### src/hw/rtl/fccd_pkg.sv
// Shared types, constants and the case-conversion function of the
// framed case-convert deframer. No dependencies.
package fccd_pkg;

  localparam int unsigned PAYLOAD_DEPTH = 64;
  localparam int unsigned ADDR_W        = $clog2(PAYLOAD_DEPTH);
  localparam int unsigned LEN_W         = 7;

  localparam logic [7:0] START_BYTE = 8'h55;
  localparam logic [7:0] END_BYTE   = 8'hAA;

  localparam logic [7:0] OP_UPPER = 8'h00;
  localparam logic [7:0] OP_LOWER = 8'h01;

  localparam logic [LEN_W-1:0] MAX_PAYLOAD_RESET = LEN_W'(64);
  localparam logic             REG_MAX_PAYLOAD   = 1'b0;

  typedef struct packed {
    logic             valid;
    logic [LEN_W-1:0] len;
    logic [7:0]       op;
  } fccd_start_t;

  function automatic logic [7:0] convert_case(input logic [7:0] b, input logic [7:0] op);
    logic [7:0] r;
    r = b;
    if (op == OP_UPPER && b >= 8'h61 && b <= 8'h7A) begin
      r = b - 8'h20;
    end else if (op == OP_LOWER && b >= 8'h41 && b <= 8'h5A) begin
      r = b + 8'h20;
    end
    return r;
  endfunction

endpackage

### src/hw/rtl/fccd_payload_ram.sv
// Payload store: one write port, one read port, registered read data.
// Depends on fccd_pkg for depth and address width.
module fccd_payload_ram (
  input  logic                      clk_i,
  input  logic                      we_i,
  input  logic [fccd_pkg::ADDR_W-1:0] waddr_i,
  input  logic [7:0]                wdata_i,
  input  logic                      re_i,
  input  logic [fccd_pkg::ADDR_W-1:0] raddr_i,
  output logic [7:0]                rdata_o
);
  import fccd_pkg::*;

  logic [7:0] mem [PAYLOAD_DEPTH];

  always_ff @(posedge clk_i) begin
    if (we_i) begin
      mem[waddr_i] <= wdata_i;
    end
  end

  always_ff @(posedge clk_i) begin
    if (re_i) begin
      rdata_o <= mem[raddr_i];
    end
  end

endmodule

### src/hw/rtl/fccd_parser.sv
// Frame header parser: hunts for the start byte, holds operation and length,
// writes payload bytes into the store and requests a drain on a good end byte.
// Depends on fccd_pkg.
module fccd_parser (
  input  logic                       clk_i,
  input  logic                       rst_ni,
  input  logic                       rx_fire_i,
  input  logic [7:0]                 rx_byte_i,
  input  logic [fccd_pkg::LEN_W-1:0] max_payload_i,
  output logic                       we_o,
  output logic [fccd_pkg::ADDR_W-1:0] waddr_o,
  output logic [7:0]                 wdata_o,
  output fccd_pkg::fccd_start_t      start_o
);
  import fccd_pkg::*;

  typedef enum logic [4:0] {
    PH_HUNT = 5'b00001,
    PH_OP   = 5'b00010,
    PH_LEN  = 5'b00100,
    PH_DATA = 5'b01000,
    PH_END  = 5'b10000
  } fccd_phase_e;

  fccd_phase_e      phase_q, phase_d;
  logic [7:0]       op_q, op_d;
  logic [LEN_W-1:0] len_q, len_d;
  logic [LEN_W-1:0] cnt_q, cnt_d;
  logic [LEN_W-1:0] limit;
  logic [LEN_W-1:0] cnt_inc;

  assign limit   = (max_payload_i > LEN_W'(PAYLOAD_DEPTH)) ? LEN_W'(PAYLOAD_DEPTH)
                                                           : max_payload_i;
  assign cnt_inc = cnt_q + LEN_W'(1);

  always_comb begin
    phase_d       = phase_q;
    op_d          = op_q;
    len_d         = len_q;
    cnt_d         = cnt_q;
    we_o          = 1'b0;
    waddr_o       = cnt_q[ADDR_W-1:0];
    wdata_o       = rx_byte_i;
    start_o.valid = 1'b0;
    start_o.len   = len_q;
    start_o.op    = op_q;
    if (rx_fire_i) begin
      case (phase_q)
        PH_HUNT: begin
          if (rx_byte_i == START_BYTE) begin
            phase_d = PH_OP;
            cnt_d   = '0;
          end
        end
        PH_OP: begin
          op_d    = rx_byte_i;
          phase_d = PH_LEN;
        end
        PH_LEN: begin
          if (rx_byte_i > {1'b0, limit}) begin
            phase_d = PH_HUNT;
          end else begin
            len_d   = rx_byte_i[LEN_W-1:0];
            cnt_d   = '0;
            phase_d = (rx_byte_i == 8'h00) ? PH_END : PH_DATA;
          end
        end
        PH_DATA: begin
          we_o  = (cnt_q < LEN_W'(PAYLOAD_DEPTH));
          cnt_d = cnt_inc;
          if (cnt_inc >= len_q) begin
            phase_d = PH_END;
          end
        end
        PH_END: begin
          start_o.valid = (rx_byte_i == END_BYTE) && (len_q != '0);
          phase_d       = PH_HUNT;
        end
        default: phase_d = PH_HUNT;
      endcase
    end
  end

  always_ff @(posedge clk_i or negedge rst_ni) begin
    if (!rst_ni) begin
      phase_q <= PH_HUNT;
      op_q    <= '0;
      len_q   <= '0;
      cnt_q   <= '0;
    end else begin
      phase_q <= phase_d;
      op_q    <= op_d;
      len_q   <= len_d;
      cnt_q   <= cnt_d;
    end
  end

endmodule

### src/hw/rtl/fccd_drain.sv
// Payload drain: reads the store entry by entry, converts case and holds
// each result in an output register until the receiver takes it.
// Depends on fccd_pkg.
module fccd_drain (
  input  logic                        clk_i,
  input  logic                        rst_ni,
  input  fccd_pkg::fccd_start_t       start_i,
  output logic                        busy_o,
  output logic                        re_o,
  output logic [fccd_pkg::ADDR_W-1:0] raddr_o,
  input  logic [7:0]                  rdata_i,
  output logic                        m_tvalid_o,
  input  logic                        m_tready_i,
  output logic [7:0]                  m_tdata_o,
  output logic [7:0]                  m_tuser_o,
  output logic                        m_tlast_o
);
  import fccd_pkg::*;

  logic             active_q;
  logic [7:0]       op_q;
  logic [LEN_W-1:0] len_q;
  logic [LEN_W-1:0] ptr_q;
  logic             pend_q, pend_last_q;
  logic             out_valid_q, out_last_q;
  logic [7:0]       out_data_q;
  logic             out_fire, issue;

  assign out_fire = out_valid_q & m_tready_i;
  assign issue    = active_q & (ptr_q < len_q) & ~pend_q & (~out_valid_q | out_fire);
  assign re_o     = issue;
  assign raddr_o  = ptr_q[ADDR_W-1:0];
  assign busy_o   = active_q;

  always_ff @(posedge clk_i or negedge rst_ni) begin
    if (!rst_ni) begin
      active_q    <= 1'b0;
      ptr_q       <= '0;
      pend_q      <= 1'b0;
      out_valid_q <= 1'b0;
    end else begin
      pend_q <= issue;
      if (start_i.valid) begin
        active_q <= 1'b1;
        ptr_q    <= '0;
      end else begin
        if (issue) begin
          ptr_q <= ptr_q + LEN_W'(1);
        end
        if (out_fire && out_last_q) begin
          active_q <= 1'b0;
        end
      end
      if (pend_q) begin
        out_valid_q <= 1'b1;
      end else if (out_fire) begin
        out_valid_q <= 1'b0;
      end
    end
  end

  always_ff @(posedge clk_i) begin
    if (start_i.valid) begin
      op_q  <= start_i.op;
      len_q <= start_i.len;
    end
    if (issue) begin
      pend_last_q <= (ptr_q + LEN_W'(1)) == len_q;
    end
    if (pend_q) begin
      out_data_q <= convert_case(rdata_i, op_q);
      out_last_q <= pend_last_q;
    end
  end

  assign m_tvalid_o = out_valid_q;
  assign m_tdata_o  = out_data_q;
  assign m_tuser_o  = op_q;
  assign m_tlast_o  = out_last_q;

endmodule

### src/hw/rtl/framed_case_convert_deframer_core.sv
// Top level of the framed case-convert deframer: register port, parser,
// payload store and drain. Depends on fccd_pkg and all fccd_* modules.
//
// Input stream: one received byte per request on s_axis. Frames are
// 0x55, operation, length, payload, 0xAA. Other bytes are discarded.
// Output stream: one converted payload byte per request on m_axis, with
// the frame's operation byte in tuser and tlast on the final byte.
// Register 0 (byte address 0) holds max_payload, reset 64; longer frames
// are refused. Only write it while the block is idle.
// While parsing, the input is always ready. After a good end byte the
// input stalls while the store is drained. The drain reads one store
// entry, then loads the converted result into the output register, and
// issues no new read until that result is loaded and the output register
// is free or being taken. A stalled receiver holds the output register
// and the drain waits. Reset returns to hunting and sets max_payload to
// 64; the store contents are not cleared and need no clearing pass.
module framed_case_convert_deframer_core (
  input  logic        clk_i,
  input  logic        rst_ni,
  input  logic        s_axis_tvalid_i,
  output logic        s_axis_tready_o,
  input  logic [7:0]  s_axis_tdata_i,   // [7:0] rx_byte
  output logic        m_axis_tvalid_o,
  input  logic        m_axis_tready_i,
  output logic [7:0]  m_axis_tdata_o,   // [7:0] out_byte
  output logic [7:0]  m_axis_tuser_o,   // [7:0] frame_operation
  output logic        m_axis_tlast_o,   // last_of_frame
  input  logic        psel_i,
  input  logic        penable_i,
  input  logic        pwrite_i,
  input  logic [2:0]  paddr_i,
  input  logic [31:0] pwdata_i,
  output logic [31:0] prdata_o,
  output logic        pready_o
);
  import fccd_pkg::*;

  logic [LEN_W-1:0]  max_payload_q;
  logic              cfg_wr, rx_fire, busy;
  logic              we, re;
  logic [ADDR_W-1:0] waddr, raddr;
  logic [7:0]        wdata, rdata;
  fccd_start_t       start;

  assign pready_o = 1'b1;
  assign cfg_wr   = psel_i & penable_i & pwrite_i & (paddr_i[2] == REG_MAX_PAYLOAD);
  assign prdata_o = (paddr_i[2] == REG_MAX_PAYLOAD) ? {{(32-LEN_W){1'b0}}, max_payload_q}
                                                    : 32'h0;

  always_ff @(posedge clk_i or negedge rst_ni) begin
    if (!rst_ni) begin
      max_payload_q <= MAX_PAYLOAD_RESET;
    end else if (cfg_wr) begin
      max_payload_q <= pwdata_i[LEN_W-1:0];
    end
  end

  assign s_axis_tready_o = ~busy;
  assign rx_fire         = s_axis_tvalid_i & ~busy;

  fccd_parser u_parser (
    .clk_i         (clk_i),
    .rst_ni        (rst_ni),
    .rx_fire_i     (rx_fire),
    .rx_byte_i     (s_axis_tdata_i),
    .max_payload_i (max_payload_q),
    .we_o          (we),
    .waddr_o       (waddr),
    .wdata_o       (wdata),
    .start_o       (start)
  );

  fccd_payload_ram u_ram (
    .clk_i   (clk_i),
    .we_i    (we),
    .waddr_i (waddr),
    .wdata_i (wdata),
    .re_i    (re),
    .raddr_i (raddr),
    .rdata_o (rdata)
  );

  fccd_drain u_drain (
    .clk_i      (clk_i),
    .rst_ni     (rst_ni),
    .start_i    (start),
    .busy_o     (busy),
    .re_o       (re),
    .raddr_o    (raddr),
    .rdata_i    (rdata),
    .m_tvalid_o (m_axis_tvalid_o),
    .m_tready_i (m_axis_tready_i),
    .m_tdata_o  (m_axis_tdata_o),
    .m_tuser_o  (m_axis_tuser_o),
    .m_tlast_o  (m_axis_tlast_o)
  );

endmodule

### config.mk
export PLATFORM = sky130hd
export DESIGN_NAME = framed_case_convert_deframer_core
export DESIGN_NICKNAME = d
export VERILOG_FILES = /design/src/hw/rtl/fccd_pkg.sv /design/src/hw/rtl/fccd_payload_ram.sv /design/src/hw/rtl/fccd_parser.sv /design/src/hw/rtl/fccd_drain.sv /design/src/hw/rtl/framed_case_convert_deframer_core.sv
export SDC_FILE = /design/constraint.sdc
export NUM_CORES = 1
export LEC_CHECK = 0
export BUFFER_PORTS_ARGS = -buffer_cell sky130_fd_sc_hd__buf_4
export CAP_MARGIN = 5
export CORE_MARGIN = 2
export CORE_UTILIZATION = 55
export DETAILED_ROUTE_END_ITERATION = 6
export PLACE_DENSITY = 0.72
export SLEW_MARGIN = 20
export SYNTH_ARGS = -nofsm -noshare
export SYNTH_HDL_FRONTEND = slang
export SYNTH_SLANG_ARGS = --single-unit
export TNS_END_PERCENT = 50
### constraint.sdc
create_clock -name clk_i -period 8 [get_ports clk_i]
set_input_delay 0 -clock clk_i [delete_from_list [all_inputs] [get_ports clk_i]]
set_output_delay 0 -clock clk_i [all_outputs]
set_load 0.005 [all_outputs]
==> out/results.tsv <==
metric	value	unit
status	complete, no violations	
fp-row-count	76	
yosysUniqueCellTypes	61	
design_area	26700	um2
power.density	228	nW/um2
cts-resized-gates	0	
wl_per_cell	25.1	um
fmax	261	MHz
netlist.area_leader.share	68.4	%
via_per_inst	6.07	
rsz0062_at_grt	no	
chipWidth	213	um
clk_transition_reported_paths	60	ps
timing.final.ws_setup	4170	ps
yosys-top-cells-area	edfxtp_1 (68%), mux4_2 (11%), dfrtp_1 (4.4%), nor2_1 (1.4%), a22oi_1 (1.3%)	
crit-reg2reg-capture	u_ram.rdata_o[2]$_DFFE_PP_	
routed_wirelength	50.2	mm
end_kind	flop	
min_from	s_axis_tdata_i[3]	
synth-async-reset-ratio	7.47	%
crit_required	8310	ps
place_hpwl	29.2	mm
cts_buffers	57	
max-slew-margin-rel	31.5	%
hold_viol	0	
first_pass_iters	5	
gr-total-overflow	0	
areaGrowthSynthToFinish	11.4	%
synth-seq-area-share	73.0	%
synth_top_area_cell	edfxtp_1	
p_leak	8.77	nW
max-vdd-ir-drop	0.000173	V
cp-start-kind	flop	
cts-root-buf	clkbuf_16	
placeableCoreArea	43000	um2
start_util	55.7	%
cts.hold.buffers_added	14	
synth_flop_cell	edfxtp_1	
ff2ff_setup_slack	4170	ps
avgSynthCellArea	18.4	um2
synth_common_cells	edfxtp_1 (545), mux4_2 (114), nor2_1 (91), nand2_1 (67), a22oi_1 (43)	
reg2reg_depth	6	
hold_path_end	u_ram.mem[33][3]$_DFFE_PP_	
cp_slowest_cell	dfrtp_4	
clk_latency	610	ps
grt_util_all_layers	23.1	%
ios	102	
fin_worst_skew	13.5	ps
cp_slowest_stage_delay	920	ps
drv_cap	0	
synth_cells	1299	
post-cts-setup-buffers	0	
h-tree-depth	2	
gp_congestion	0.831	
path_class	reg2reg	
synth_edf_count	545	
antenna_cells	0	
period_share	47.9	%
hold_depth	1	
vias	12200	
fin_nets	1446	
cts_tree	built	
tns	0	ps
io_buffers	48	
clock-sinks	589	
min_period	3830	ps
layout-drive-gt1-share	21.1	%
finalSetupViolCount	0	
dp_worst_setup_slack	4120	ps
drt_iter0_markers	1305	
drv_slew	0	
grt_start_max_net_pins	113	
placed_area	24700	um2
drt_drc_violations_left	0	
crit_fanout	87	
die_y	213	um
clock_path_buffers	3	
nFillCells	3029	
yosysMostFrequentCell	edfxtp_1	
syn_area	23900	um2
synth_warnings	0	
timing.rr.start	u_drain.ptr_q[0]$_DFFE_PN0P_	
yosys_register_bits	589	
antenna_found_initial	0	
tightest_slew	1020	ps
crit_chain	buf_12 -> mux4_2 -> a22oi_1 -> nand2_1 -> a221oi_1 -> a311oi_1	
final_antenna_net_count	0	
grt_pass1_wl	75.9	mm
die-area	45200	um2
grt_pass1_vias	12100	
crit_arrival	4140	ps
hold_class	in2reg	
## per-layer routing
metal	vias up	wire length, um	global-route usage, %	part of all wire [%]
li1	5303	-	-	-
met1	6321	20500	32.7	41
met2	469	24700	37.0	49
met3	66	3940	4.84	7.8
met4	0	1080	5.91	2.2
met5	-	0	0	0
## where the power goes
part | internal, mW | leakage (nW) | switching [mW]
registers | 3.37 | 5.49 | 0.00530
clock network | 1.48 | 0.873 | 1.10
logic | 0.0388 | 2.41 | 0.0782
## registers in the layout, summed over array words and instances, names as in the netlist, 5 cells and up
signal,cells
u_parser.phase_q,5
u_ram.mem,512
u_drain.ptr_q,7
u_parser.op_q,8
max_payload_q,7
u_parser.cnt_q,7
u_drain.len_q,7
u_drain.m_tdata_o,8
u_drain.m_tuser_o,8
u_ram.rdata_o,8
u_parser.len_q,7
## logic make-up (layout without fill, tap and decap cells)
family                     after synthesis  after routing  share of synthesized area (%)
AOI/OAI and AO/OA                      126            126                           3.92
xor gates and xnor gates                20             20                          0.732
adders and majority gates               25             25                           1.31
buffers and inverters                  107            202                           2.59
DFF                                    589            589                           73.0
muxes                                  171            171                           13.3
other                                    2             26                         0.0314
and+or+nand+nor                        259            259                           5.13
## metrics by stage
step	cells	util [%]	total power [mW]	hold slack, ps
floorplan	1323	-	3.48	-296
global route	2003	62.0	6.24	28.7
CTS	2003	62.0	6.11	5.82
global placement	1883	57.5	3.54	33.2
detailed placement	1883	57.5	3.55	41.0
finish	2003	62.0	6.07	0.729
## how the worst max path moves through the flow
stage	startpoint	cells after the start	to	slack (ps)
floorplan	u_parser.phase_q[1]$_DFFE_PN0P_	3	u_drain.len_q[0]$_DFFE_PP_	5450
global placement	u_drain.ptr_q[0]$_DFFE_PN0P_	6	u_ram.rdata_o[2]$_DFFE_PP_	4140
detailed placement	u_drain.ptr_q[0]$_DFFE_PN0P_	6	u_ram.rdata_o[2]$_DFFE_PP_	4120
CTS	u_drain.ptr_q[0]$_DFFE_PN0P_	6	u_ram.rdata_o[2]$_DFFE_PP_	4110
global route	u_drain.ptr_q[0]$_DFFE_PN0P_	6	u_ram.rdata_o[2]$_DFFE_PP_	3950
finish	u_drain.ptr_q[0]$_DFFE_PN0P_	6	u_ram.rdata_o[2]$_DFFE_PP_	4170
## layout by cell type, fill, tap and decap left out, drive strengths merged, types with 27 or more instances in the layout
cell | Yosys | final
mux2 | 33 | 33
nand2 | 67 | 67
nor2 | 92 | 92
buf | 65 | 61
edfxtp | 545 | 545
clkbuf | 20 | 77
a22oi | 43 | 43
dfrtp | 42 | 42
nor2b | 27 | 27
mux4 | 114 | 114
## layout make-up
type | count | area, um2 | area share (%)
clock buffers | 77 | 1540 | 5.79
inverters | 22 | 82.6 | 0.310
repair buffers | 74 | 633 | 2.38
well taps | 585 | 732 | 2.75
clock inverters | 29 | 240 | 0.901
multi-input cells | 627 | 5940 | 22.3
flip-flops and latches | 589 | 17500 | 65.6
## critical path, delay by kind of cell, from the launching register on
family	cells	cell delay, ps
flops	1	920
buf+inv	1	600
mux	1	590
simple gates	1	100
compound gates	3	1200
(Power assumes the default switching activity.)
